===== src/sv/playback_time_sequencer_assert.svh =====
// ----------------------------------------------------------------------------
// playback_time_sequencer_assert.svh
// assertion macros used by the playback time sequencer
// ----------------------------------------------------------------------------
`ifndef PLAYBACK_TIME_SEQUENCER_ASSERT_SVH
`define PLAYBACK_TIME_SEQUENCER_ASSERT_SVH

// implication checked at every clock edge outside reset
`define PTS_ASSERT(lbl, clk, rstn, prop, msg) \
    lbl: assert property (@(posedge clk) disable iff (!rstn) (prop)) else $error(msg);

// a condition that must hold in the cycle after a trigger
`define PTS_ASSERT_NEXT(lbl, clk, rstn, trig, cond, msg) \
    lbl: assert property (@(posedge clk) disable iff (!rstn) (trig) |=> (cond)) else $error(msg);

`endif


===== src/sv/pts_pkg.sv =====
// ----------------------------------------------------------------------------
// pts_pkg
// types, codes and helpers of the playback time sequencer
// ----------------------------------------------------------------------------
package pts_pkg;

    localparam int DVD_W = 42;   // widest dividend: scaled delay total
    localparam int DSR_W = 32;   // divisor: delay length
    localparam int A_W   = 33;   // multiplier operand a
    localparam int B_W   = 24;   // multiplier operand b (scale)
    localparam int P_W   = A_W + B_W;
    localparam int CNT_W = $clog2(DVD_W + 1);
    // ceil(2^35 / 15): x / 15 for any 32-bit x
    localparam logic [31:0] DIV15_MAGIC = 32'h88888889;

    typedef enum logic [2:0] {
        OP_TICK   = 3'd0,
        OP_PLAY   = 3'd1,
        OP_PAUSE  = 3'd2,
        OP_STOP   = 3'd3,
        OP_SEEK   = 3'd4,
        OP_JEND   = 3'd5,
        OP_JBEGIN = 3'd6,
        OP_NONE   = 3'd7
    } op_t;

    typedef enum logic [2:0] {
        REG_MODE   = 3'd0,
        REG_LENGTH = 3'd1,
        REG_LSTART = 3'd2,
        REG_LEND   = 3'd3,
        REG_SCALE  = 3'd4,
        REG_SDLEN  = 3'd5,
        REG_LDLEN  = 3'd6,
        REG_UNUSED = 3'd7
    } reg_idx_t;

    localparam logic [1:0] RUN_STOPPED = 2'd0;
    localparam logic [1:0] RUN_PLAYING = 2'd1;
    localparam logic [1:0] RUN_PAUSED  = 2'd2;

    localparam int F_LINEAR   = 0;
    localparam int F_PINGPONG = 1;
    localparam int F_LOOP     = 2;
    localparam int F_RANGE    = 3;
    localparam int F_SDELAY   = 4;
    localparam int F_LDELAY   = 5;
    localparam int F_TRIG     = 6;
    localparam int F_REVERSE  = 7;

    typedef struct packed {
        logic             start;
        logic [DVD_W-1:0] dividend;
        logic [DSR_W-1:0] divisor;
    } div_req_t;

    typedef struct packed {
        logic             busy;
        logic             done;
        logic [DVD_W-1:0] quotient;
        logic [DSR_W-1:0] remainder;
    } div_rsp_t;

    // product times 30, then drop the 20 fraction bits of the seconds
    function automatic logic [41:0] scale30(input logic [P_W-1:0] p);
        logic [61:0] x;
        x = {p, 5'b0} - {4'b0, p, 1'b0};
        return x[61:20];
    endfunction

    // floor(s / 30) as floor(floor(s / 2) / 15) by reciprocal multiply
    function automatic logic [31:0] div30(input logic [32:0] s);
        logic [63:0] p;
        p = 64'(s[32:1]) * 64'(DIV15_MAGIC);
        return 32'(p[63:35]);
    endfunction

    function automatic logic [31:0] sat32(input logic signed [43:0] v);
        logic [31:0] r;
        if (v < 0) begin
            r = '0;
        end else if (v > 44'sh0FFFFFFFF) begin
            r = '1;
        end else begin
            r = v[31:0];
        end
        return r;
    endfunction

endpackage


===== src/sv/pts_mul.sv =====
// ----------------------------------------------------------------------------
// pts_mul
// shared registered multiplier, operand times the effective scale
// ----------------------------------------------------------------------------
module pts_mul (
    input  logic                      aclk,
    input  logic [pts_pkg::A_W-1:0]   a,
    input  logic [pts_pkg::B_W-1:0]   b,
    output logic [pts_pkg::P_W-1:0]   p
);

    logic [pts_pkg::P_W-1:0] p_reg;

    always_ff @(posedge aclk) begin
        p_reg <= pts_pkg::P_W'(a) * pts_pkg::P_W'(b);
    end

    assign p = p_reg;

endmodule


===== src/sv/pts_div.sv =====
// ----------------------------------------------------------------------------
// pts_div
// restoring divider, one quotient bit per cycle
// ----------------------------------------------------------------------------
module pts_div (
    input  logic              aclk,
    input  logic              aresetn,
    input  pts_pkg::div_req_t req,
    output pts_pkg::div_rsp_t rsp
);

    localparam int DW = pts_pkg::DVD_W;
    localparam int SW = pts_pkg::DSR_W;

    logic [DW-1:0]                 dvd_reg;
    logic [SW-1:0]                 rem_reg;
    logic [SW-1:0]                 dsr_reg;
    logic [pts_pkg::CNT_W-1:0]     cnt_reg;
    logic                          busy_reg;
    logic                          done_reg;
    logic [SW:0]                   trial;
    logic                          fits;

    assign trial = {rem_reg, dvd_reg[DW-1]};
    assign fits  = trial >= {1'b0, dsr_reg};

    always_ff @(posedge aclk) begin
        if (!aresetn) begin
            busy_reg <= 1'b0;
            done_reg <= 1'b0;
            cnt_reg  <= '0;
        end else begin
            done_reg <= 1'b0;
            if (req.start) begin
                busy_reg <= 1'b1;
                cnt_reg  <= pts_pkg::CNT_W'(DW);
                dvd_reg  <= req.dividend;
                dsr_reg  <= req.divisor;
                rem_reg  <= '0;
            end else if (busy_reg) begin
                rem_reg <= fits ? SW'(trial - {1'b0, dsr_reg}) : trial[SW-1:0];
                dvd_reg <= {dvd_reg[DW-2:0], fits};
                cnt_reg <= cnt_reg - 1'b1;
                if (cnt_reg == pts_pkg::CNT_W'(1)) begin
                    busy_reg <= 1'b0;
                    done_reg <= 1'b1;
                end
            end
        end
    end

    assign rsp.busy      = busy_reg;
    assign rsp.done      = done_reg;
    assign rsp.quotient  = dvd_reg;
    assign rsp.remainder = rem_reg;

endmodule


===== src/sv/playback_time_sequencer.sv =====
// ----------------------------------------------------------------------------
// playback_time_sequencer
// Q16.16 playback position counter with linear, ping-pong and delay modes
// ----------------------------------------------------------------------------
//  channel   ports        fields (lowest bit up)
//  input     s_axis_*     tdata: step_seconds[23:0], seek_time[55:24]; tuser: op
//  result    m_axis_*     tdata: position, done_res, run_state, going_backward
//  config    cfg_*        index 0..6, data up to 32 bits
//
//  play, pause, stop, jumps and op 7 go straight to the result stage; seek adds
//  a multiply and a reflect step. tick runs the shared multiplier, then a delay
//  or update step when playing; a delay whose total overshoots its length adds a
//  divider pass. the elapsed delay over 30 is a reciprocal multiply done in
//  the delay step. reset is synchronous and needs no clearing pass.
//  a waiting result holds the last stage; the input is taken only when idle.
// ----------------------------------------------------------------------------
module playback_time_sequencer (
    input  logic        aclk,
    input  logic        aresetn,
    input  logic        s_axis_tvalid,
    output logic        s_axis_tready,
    input  logic [55:0] s_axis_tdata,   // step_seconds[23:0], seek_time[55:24]
    input  logic [2:0]  s_axis_tuser,   // op
    output logic        m_axis_tvalid,
    input  logic        m_axis_tready,
    output logic [39:0] m_axis_tdata,   // position[31:0], done_res[32],
                                        // run_state[34:33], going_backward[35]
    input  logic        cfg_wr_en,
    input  logic [2:0]  cfg_index,
    input  logic [31:0] cfg_data
);

    typedef enum logic [3:0] {
        ST_IDLE, ST_M_BEG, ST_M_END, ST_M_SD, ST_M_LD, ST_M_STEP, ST_M_SUM,
        ST_DLY, ST_DMOD, ST_UPD, ST_SK_MUL, ST_SK, ST_FIN
    } state_t;

    state_t state_reg;

    logic [7:0]  mode_reg;
    logic [31:0] length_reg, sdlen_reg, ldlen_reg;
    logic [15:0] lstart_reg, lend_reg;
    logic [23:0] scale_reg;

    logic [31:0] pos_reg, sde_reg, lde_reg;
    logic [1:0]  run_reg;
    logic        dir_reg;

    logic [23:0] step_reg;
    logic [31:0] seek_reg;
    logic [40:0] beg_reg, end_reg;
    logic [41:0] sds_reg, lds_reg, s_reg;
    logic [32:0] sum_reg;
    logic        sel_ld_reg;
    logic        done_reg;
    logic signed [43:0] posw_reg;

    logic        m_valid_reg;
    logic [39:0] m_data_reg;

    logic [pts_pkg::A_W-1:0] mul_a;
    logic [pts_pkg::P_W-1:0] mul_p;
    pts_pkg::div_req_t       dreq;
    pts_pkg::div_rsp_t       drsp;

    logic        accept;
    logic [2:0]  in_op;
    logic        sdel, ldel;
    logic [32:0] sum_next;
    logic [41:0] total;
    logic [31:0] dly_len;
    logic        dmod_need;
    logic [40:0] seek_end;

    // update path of a plain tick
    logic signed [43:0] bw, ew, pw, sw, rl, up, dn, upd_pos;
    logic               upd_done, upd_dir, upd_pause, upd_ldclr;

    assign in_op  = s_axis_tuser;
    assign accept = s_axis_tvalid && s_axis_tready;
    assign s_axis_tready = (state_reg == ST_IDLE);

    assign sdel = mode_reg[pts_pkg::F_SDELAY] && (sds_reg < {10'b0, sdlen_reg}) &&
                  ({9'b0, pos_reg} < end_reg);
    assign ldel = mode_reg[pts_pkg::F_LDELAY] && (lds_reg < {10'b0, ldlen_reg}) &&
                  ({9'b0, pos_reg} < end_reg);
    assign sum_next = sdel ? ({1'b0, sde_reg} + 33'(step_reg))
                           : ({1'b0, lde_reg} + 33'(step_reg));
    assign total     = pts_pkg::scale30(mul_p);
    assign dly_len   = sel_ld_reg ? ldlen_reg : sdlen_reg;
    assign dmod_need = (total > 42'(dly_len)) && (dly_len != '0);
    assign seek_end  = mode_reg[pts_pkg::F_RANGE] ? mul_p[40:0] : {9'b0, length_reg};

    always_comb begin
        unique case (state_reg)
            ST_M_BEG:  mul_a = 33'(lstart_reg);
            ST_M_END:  mul_a = 33'(lend_reg);
            ST_M_SD:   mul_a = 33'(sde_reg);
            ST_M_LD:   mul_a = 33'(lde_reg);
            ST_M_STEP: mul_a = 33'(step_reg);
            ST_M_SUM:  mul_a = sum_next;
            ST_SK_MUL: mul_a = 33'(lend_reg);
            default:   mul_a = '0;
        endcase
    end

    // overshoot of a delay wraps modulo its length
    always_comb begin
        dreq.start    = (state_reg == ST_DLY) && dmod_need;
        dreq.dividend = total;
        dreq.divisor  = dly_len;
    end

    always_comb begin
        bw = 44'(beg_reg);
        ew = 44'(end_reg);
        pw = 44'(pos_reg);
        sw = 44'(s_reg);
        rl = ew - bw;
        up = pw + sw;
        dn = pw - sw;
        upd_done  = 1'b0;
        upd_dir   = dir_reg;
        upd_pause = 1'b0;
        upd_ldclr = 1'b0;
        upd_pos   = up;
        if (mode_reg[pts_pkg::F_LINEAR]) begin
            if (mode_reg[pts_pkg::F_REVERSE]) begin
                upd_pos = dn;
                if (dn < bw) begin
                    if (mode_reg[pts_pkg::F_LOOP] && !mode_reg[pts_pkg::F_TRIG]) begin
                        upd_pos   = dn + rl;
                        upd_ldclr = 1'b1;
                    end else begin
                        upd_pos  = bw;
                        upd_done = 1'b1;
                    end
                end
            end else if (up > ew) begin
                if (mode_reg[pts_pkg::F_LOOP] && !mode_reg[pts_pkg::F_TRIG]) begin
                    upd_pos   = up - rl;
                    upd_ldclr = 1'b1;
                end else begin
                    upd_pos  = ew;
                    upd_done = 1'b1;
                end
            end
        end else if (!dir_reg) begin
            if (up > ew) begin
                upd_pause = mode_reg[pts_pkg::F_TRIG];
                upd_dir   = 1'b1;
                upd_pos   = ew - (up - ew);
            end
        end else begin
            upd_pos = dn;
            if (dn < bw) begin
                upd_pause = mode_reg[pts_pkg::F_TRIG];
                upd_dir   = 1'b0;
                upd_pos   = bw;
                upd_ldclr = 1'b1;
            end
        end
    end

    pts_mul u_mul (
        .aclk (aclk),
        .a    (mul_a),
        .b    (scale_reg),
        .p    (mul_p)
    );

    pts_div u_div (
        .aclk    (aclk),
        .aresetn (aresetn),
        .req     (dreq),
        .rsp     (drsp)
    );

    always_ff @(posedge aclk) begin
        if (!aresetn) begin
            state_reg   <= ST_IDLE;
            mode_reg    <= '0;
            length_reg  <= '0;
            lstart_reg  <= '0;
            lend_reg    <= '0;
            scale_reg   <= 24'd65536;
            sdlen_reg   <= '0;
            ldlen_reg   <= '0;
            pos_reg     <= '0;
            sde_reg     <= '0;
            lde_reg     <= '0;
            run_reg     <= pts_pkg::RUN_STOPPED;
            dir_reg     <= 1'b0;
            done_reg    <= 1'b0;
            m_valid_reg <= 1'b0;
        end else begin
            if (cfg_wr_en) begin
                unique case (pts_pkg::reg_idx_t'(cfg_index))
                    pts_pkg::REG_MODE:   mode_reg   <= cfg_data[7:0];
                    pts_pkg::REG_LENGTH: length_reg <= cfg_data;
                    pts_pkg::REG_LSTART: lstart_reg <= cfg_data[15:0];
                    pts_pkg::REG_LEND:   lend_reg   <= cfg_data[15:0];
                    pts_pkg::REG_SCALE:  scale_reg  <= cfg_data[23:0];
                    pts_pkg::REG_SDLEN:  sdlen_reg  <= cfg_data;
                    pts_pkg::REG_LDLEN:  ldlen_reg  <= cfg_data;
                    pts_pkg::REG_UNUSED: ;
                endcase
            end
            if (m_valid_reg && m_axis_tready && state_reg != ST_FIN) begin
                m_valid_reg <= 1'b0;
            end
            unique case (state_reg)
                ST_IDLE: begin
                    if (accept) begin
                        step_reg <= s_axis_tdata[23:0];
                        seek_reg <= s_axis_tdata[55:24];
                        done_reg <= 1'b0;
                        state_reg <= ST_FIN;
                        unique case (pts_pkg::op_t'(in_op))
                            pts_pkg::OP_TICK: begin
                                // linear wins over ping-pong, neither means linear
                                if (mode_reg[pts_pkg::F_LINEAR]) begin
                                    mode_reg[pts_pkg::F_PINGPONG] <= 1'b0;
                                end else if (!mode_reg[pts_pkg::F_PINGPONG]) begin
                                    mode_reg[pts_pkg::F_LINEAR] <= 1'b1;
                                end
                                state_reg <= ST_M_BEG;
                            end
                            pts_pkg::OP_PLAY:  run_reg <= pts_pkg::RUN_PLAYING;
                            pts_pkg::OP_PAUSE: run_reg <= pts_pkg::RUN_PAUSED;
                            pts_pkg::OP_STOP: begin
                                pos_reg <= '0;
                                run_reg <= pts_pkg::RUN_STOPPED;
                            end
                            pts_pkg::OP_SEEK: state_reg <= ST_SK_MUL;
                            pts_pkg::OP_JEND: begin
                                pos_reg <= length_reg;
                                run_reg <= pts_pkg::RUN_PAUSED;
                                dir_reg <= 1'b1;
                            end
                            pts_pkg::OP_JBEGIN: begin
                                pos_reg <= '0;
                                run_reg <= pts_pkg::RUN_PAUSED;
                                dir_reg <= 1'b0;
                            end
                            pts_pkg::OP_NONE: ;
                        endcase
                    end
                end
                ST_M_BEG: state_reg <= ST_M_END;
                ST_M_END: begin
                    beg_reg   <= mode_reg[pts_pkg::F_RANGE] ? mul_p[40:0] : '0;
                    state_reg <= ST_M_SD;
                end
                ST_M_SD: begin
                    end_reg   <= mode_reg[pts_pkg::F_RANGE] ? mul_p[40:0]
                                                            : {9'b0, length_reg};
                    state_reg <= ST_M_LD;
                end
                ST_M_LD: begin
                    sds_reg   <= pts_pkg::scale30(mul_p);
                    state_reg <= ST_M_STEP;
                end
                ST_M_STEP: begin
                    lds_reg   <= pts_pkg::scale30(mul_p);
                    state_reg <= ST_M_SUM;
                end
                ST_M_SUM: begin
                    s_reg      <= pts_pkg::scale30(mul_p);
                    sum_reg    <= sum_next;
                    sel_ld_reg <= !sdel;
                    if (run_reg != pts_pkg::RUN_PLAYING) begin
                        state_reg <= ST_FIN;
                    end else if (sdel || ldel) begin
                        state_reg <= ST_DLY;
                    end else begin
                        state_reg <= ST_UPD;
                    end
                end
                ST_DLY: begin
                    posw_reg <= 44'(pos_reg);
                    if (sel_ld_reg) begin
                        lde_reg <= pts_pkg::div30(sum_reg);
                    end else begin
                        sde_reg <= pts_pkg::div30(sum_reg);
                    end
                    state_reg <= dmod_need ? ST_DMOD : ST_FIN;
                end
                ST_DMOD: begin
                    if (drsp.done) begin
                        pos_reg   <= pts_pkg::sat32(posw_reg + 44'(drsp.remainder));
                        state_reg <= ST_FIN;
                    end
                end
                ST_UPD: begin
                    pos_reg  <= pts_pkg::sat32(upd_pos);
                    done_reg <= upd_done;
                    dir_reg  <= upd_dir;
                    if (upd_pause) begin
                        run_reg <= pts_pkg::RUN_PAUSED;
                    end
                    if (upd_ldclr) begin
                        lde_reg <= '0;
                    end
                    state_reg <= ST_FIN;
                end
                ST_SK_MUL: state_reg <= ST_SK;
                ST_SK: begin
                    lde_reg <= '0;
                    if (mode_reg[pts_pkg::F_PINGPONG] && (41'(seek_reg) > seek_end)) begin
                        dir_reg <= 1'b1;
                        pos_reg <= pts_pkg::sat32(44'({seek_end, 1'b0}) - 44'(seek_reg));
                    end else begin
                        dir_reg <= 1'b0;
                        pos_reg <= seek_reg;
                    end
                    state_reg <= ST_FIN;
                end
                ST_FIN: begin
                    if (!m_valid_reg || m_axis_tready) begin
                        m_valid_reg <= 1'b1;
                        m_data_reg  <= {4'b0, dir_reg, run_reg, done_reg, pos_reg};
                        state_reg   <= ST_IDLE;
                    end
                end
                default: state_reg <= ST_IDLE;
            endcase
        end
    end

    assign m_axis_tvalid = m_valid_reg;
    assign m_axis_tdata  = m_data_reg;

`include "playback_time_sequencer_assert.svh"

    `PTS_ASSERT_NEXT(a_one_item, aclk, aresetn, accept, !s_axis_tready, "input taken twice in a row")
    `PTS_ASSERT(a_div_in_state, aclk, aresetn, !drsp.busy || state_reg == ST_DMOD, "divider busy outside a delay step")
    `PTS_ASSERT(a_run_code, aclk, aresetn, !m_axis_tvalid || m_axis_tdata[34:33] != 2'd3, "bad run state code")
    `PTS_ASSERT(a_done_playing, aclk, aresetn, !(m_axis_tvalid && m_axis_tdata[32]) || m_axis_tdata[34:33] == pts_pkg::RUN_PLAYING, "done flagged while not playing")

endmodule


===== config.mk =====
export PLATFORM = sky130hd
export DESIGN_NAME = playback_time_sequencer
export DESIGN_NICKNAME = d
export VERILOG_FILES = /design/src/sv/pts_pkg.sv /design/src/sv/pts_mul.sv /design/src/sv/pts_div.sv /design/src/sv/playback_time_sequencer.sv
export VERILOG_INCLUDE_DIRS = /design/src /design/src/sv
export SDC_FILE = /design/constraint.sdc
export NUM_CORES = 2
export LEC_CHECK = 0
export BUFFER_PORTS_ARGS = -buffer_cell sky130_fd_sc_hd__buf_2
export CAP_MARGIN = 20
export CORE_AREA = 2 2 509 360
export DETAILED_ROUTE_END_ITERATION = 6
export DIE_AREA = 0 0 511 362
export PLACE_DENSITY = 0.71
export SETUP_SLACK_MARGIN = 0.2
export SLEW_MARGIN = 15
export SYNTH_ARGS = -nofsm -noshare
export SYNTH_HDL_FRONTEND = slang
export SYNTH_SLANG_ARGS = --single-unit
export TNS_END_PERCENT = 30

===== constraint.sdc =====
create_clock -name aclk -period 10.7 [get_ports aclk]
set_clock_uncertainty 0.1 [all_clocks]
set_input_delay 1.07 -clock aclk [delete_from_list [all_inputs] [get_ports aclk]]
set_output_delay 1.07 -clock aclk [all_outputs]
set_load 0.01 [all_outputs]

==> run_results.csv <==
group,metric,value,unit
synth,avgSynthCellArea,8.66,um2
setup_path,cpMostUsedCell,"fa_1",
routing,via_count,81900,
power,clock_power_share,15.8,%
timing,rsz0062_at_grt,"true",
setup_path,regToRegSetupSlack,0.37,ns
routing,wirelength,378,mm
setup_path,path_class,"reg -> reg",
timing,maxSlewViolCount,0,
synth,synthArstFlopShare,0,%
placed_design,dp_hpwl,310,mm
placed_design,placed_cell_area,0.0937,mm2
power,seqPwrFrac,18.8,%
timing,fin_crit,10.33,ns
die,io_pins,141,
timing,slew_headroom,16.8,%
clock_tree,clk_path_buf_depth,3,
placed_design,port_buffers,136,
setup_path,cp_max_fo,6,
synth,ys_seq_elements,770,
setup_path,worst_r2r_path_depth,43,
power,netSwitchingFraction,52.6,%
finish,fillers,16500,
global_route,first_global_vias,76800,
routing,drt_iter0_markers,12400,
power,power.internal,9.88,mW
routing,route.top_layer_used,"met5",
status,violations,"design-rule violations",
min_path,hold_class,"reg -> reg",
setup_path,cp_slowest_cell,"fa_1",
synth,synth.distinct_cells,107,
die,die_area,0.185,mm2
setup_path,r2r_start,"sdlen_reg[19]",
timing,hold_viol,0,
power,power_density,213,mW/mm2
power,power,20.9,mW
finish,largest_reg_flops,52,
setup_path,r2r-end,"u_mul.p[50]",
synth,synth-seq-area-share,22.9,%
power,p_switching,11.0,mW
synth,synth_top_area_share,15.8,%
clock_tree,cts_root_buffer,"clkbuf_16",
clock_tree,clkLatencyLatePin,0.77,ns
setup_path,worstPathArrival,10.90,ns
routing,drt-pass1-iter-count,7,
finish,seqCellArea,0.0201,mm2
synth,synth_largest_area_cell,"edfxtp_1",
die,rows,131,
routing,drt-met1-wl,167,mm
timing,finalSetupViolations,0,
power,vdd_drop_max,0.347,mV
power,power_frac_comb,65.4,%
global_route,grt_max_degree,87,
timing,fmax,96.9,MHz
die,die_y,362,um
global_route,grt_pass1_wl,540,mm
power,leakagePower,45.2,nW
global_route,overflow,0,
synth,synth_area_leaders,"edfxtp_1, ha_1, fa_1",
finish,design_area,0.0977,mm2
routing,wl_met3,60.1,mm
synth,yosysMostFrequentCell,"inv_1",
global_route,grtUsageTotal,39.9,%
setup_path,crit_end,"u_mul.p[50]",
global_route,antenna_found_initial,49,
clock_tree,clk_pin_slew_worst_paths,0.06,ns
setup_path,start_kind,"flip-flop",
flow_run,maxCapViolations,0,
synth,synth-edff-count,463,
timing,worstMarginPinSlew,1.24,ns
routing,wire_per_inst,29.2,um
synth,synthFlopType,"edfxtp_1",
die,die_w,511,um
die,initial_core_util,48.6,%
setup_path,startpoint,"sdlen_reg[19]",
status,status,"finished with violations",
synth,synthCells,10100,
finish,drive_gt1_share,10.1,%
finish,final_nets,12300,
clock_tree,tritoncts,"yes",
synth,yosys_warnings,0,
routing,detail-route-antenna-nets,0,
synth,syn-cell-area,0.0877,mm2
synth,netlist_top_cells_count,"inv_1, nand2_1, ha_1",
placed_design,gp_congestion,1.08,
timing,period_share,96.5,%
die,fp.coreArea,0.180,mm2
routing,met2WireLength,138,mm
finish,area_growth,11.4,%
routing,vias_per_cell,6.33,
finish,multi_input_area,0.0614,mm2
routing,drc_errors,7,
clock_tree,cts_sinks,770,
setup_path,crit_required,11.28,ns
clock_tree,cts_htree_levels,3,
setup_path,max_stage_delay,0.54,ns
setup_path,worstSetupEndpointType,"flip-flop",
clock_tree,cts_buffers,84,
==> power groups by stage <==
stage	clock (mW)	combinational (mW)	sequential [mW]
3_5_place_dp	0	12.7	3.96
6_report	3.30	13.6	3.92
4_1_cts	3.31	12.8	3.90
5_1_grt	3.43	14.2	3.92
3_3_place_gp	0	12.6	3.96
2_1_floorplan	0	7.30	3.94
==> cell type report <==
class	instances	area share (%)
sequential	770	20.5
multi-input combinational	7532	62.8
antenna	25	0.0640
timing repair buffer	633	4.91
clock inverter	51	0.731
clock buffer	107	2.44
inverter	1419	5.46
tap	2394	3.06
==> timing repair <==
action,4_1_cts,5_1_grt
hold buffers,0,0
buffers inserted,3,24
endpoints found under the setup margin,10,23
gates resized for setup,12,105
pin swaps,7,66
gates cloned,0,2
==> stage by stage <==
step / hold slack [ns] / std cells / setup TNS, ns / setup slack, ns / util, %
after CTS: 0.358 / 12900 / 0 / 0.159 / 53.7
after floorplan: 0.308 / 10100 / 0 / 0.712 / -
after global placement: 0.343 / 12700 / 0 / 0.00526 / 51.9
after detailed placement: 0.349 / 12700 / -0.0304 / -0.0304 / 51.9
final: 0.359 / 12900 / 0 / 0.375 / 54.2
after global routing: 0.367 / 12900 / 0 / 0.0636 / 54.1
==> placed cells by master, fill, tap and decap left out, types with 84 or more instances in the layout <==
master	synthesis	final
clkbuf_16	0	92
nand4_1	103	103
buf_2	27	139
nand3_1	138	136
xnor2_1	286	282
nor3_1	134	121
xor2_1	139	139
buf_4	7	455
a211oi_1	108	104
o211ai_1	103	103
a21o_1	282	281
o21ai_0	390	382
fa_1	623	616
dfxtp_1	307	303
ha_1	1108	1104
inv_1	1413	1409
edfxtp_1	463	463
nand2_1	1121	1113
and2_1	247	247
o21bai_1	87	84
a21oi_1	864	839
nor2_1	536	520
o21a_1	100	99
==> routing by layer <==
metal  vias up  global-route usage (%)
met1     40200                    60.0
li1      35700                       -
met3       667                    16.5
met2      5297                    50.8
met4        16                    11.5
met5         -                       0
==> cell families (layout without fill, tap and decap cells) <==
kind of cell | Yosys count | in the layout | share of synthesized area, %
and+or+nand+nor | 2727 | 2727 | 14.6
AOI/OAI and AO/OA | 2514 | 2514 | 18.8
buffers and inverters | 1829 | 2210 | 7.92
adders and majority gates | 1731 | 1731 | 30.0
DFF | 770 | 770 | 22.9
xor gates and xnor gates | 425 | 425 | 4.24
muxes | 131 | 131 | 1.56
other | 1 | 29 | 0.00427
==> critical path: cells and delay by family, from the launching register on <==
kind                     cells  cell delay [ns]
adder cells (fa/ha/maj)      9             3.88
AO/OA/AOI/OAI               13             3.07
multiplexers                 1             0.35
XOR/XNOR                     1             0.13
flip-flops                   1             0.37
buffers and inverters       13             1.55
AND/OR/NAND/NOR              6             0.72
==> how the worst min path moves through the flow <==
stage	depth (start not counted)	startpoint	endpoint	slack (ns)
final	2	lstart_reg[2]	lstart_reg[2]	0.36
after global routing	2	lend_reg[5]	lend_reg[5]	0.37
after CTS	2	lstart_reg[13]	lstart_reg[13]	0.36
after detailed placement	0	run_reg[0]	m_axis_tdata[33]	0.35
after global placement	2	lend_reg[0]	lend_reg[0]	0.34
after floorplan	0	done_reg	m_axis_tdata[32]	0.31
Power figures use the tool's default switching activity.
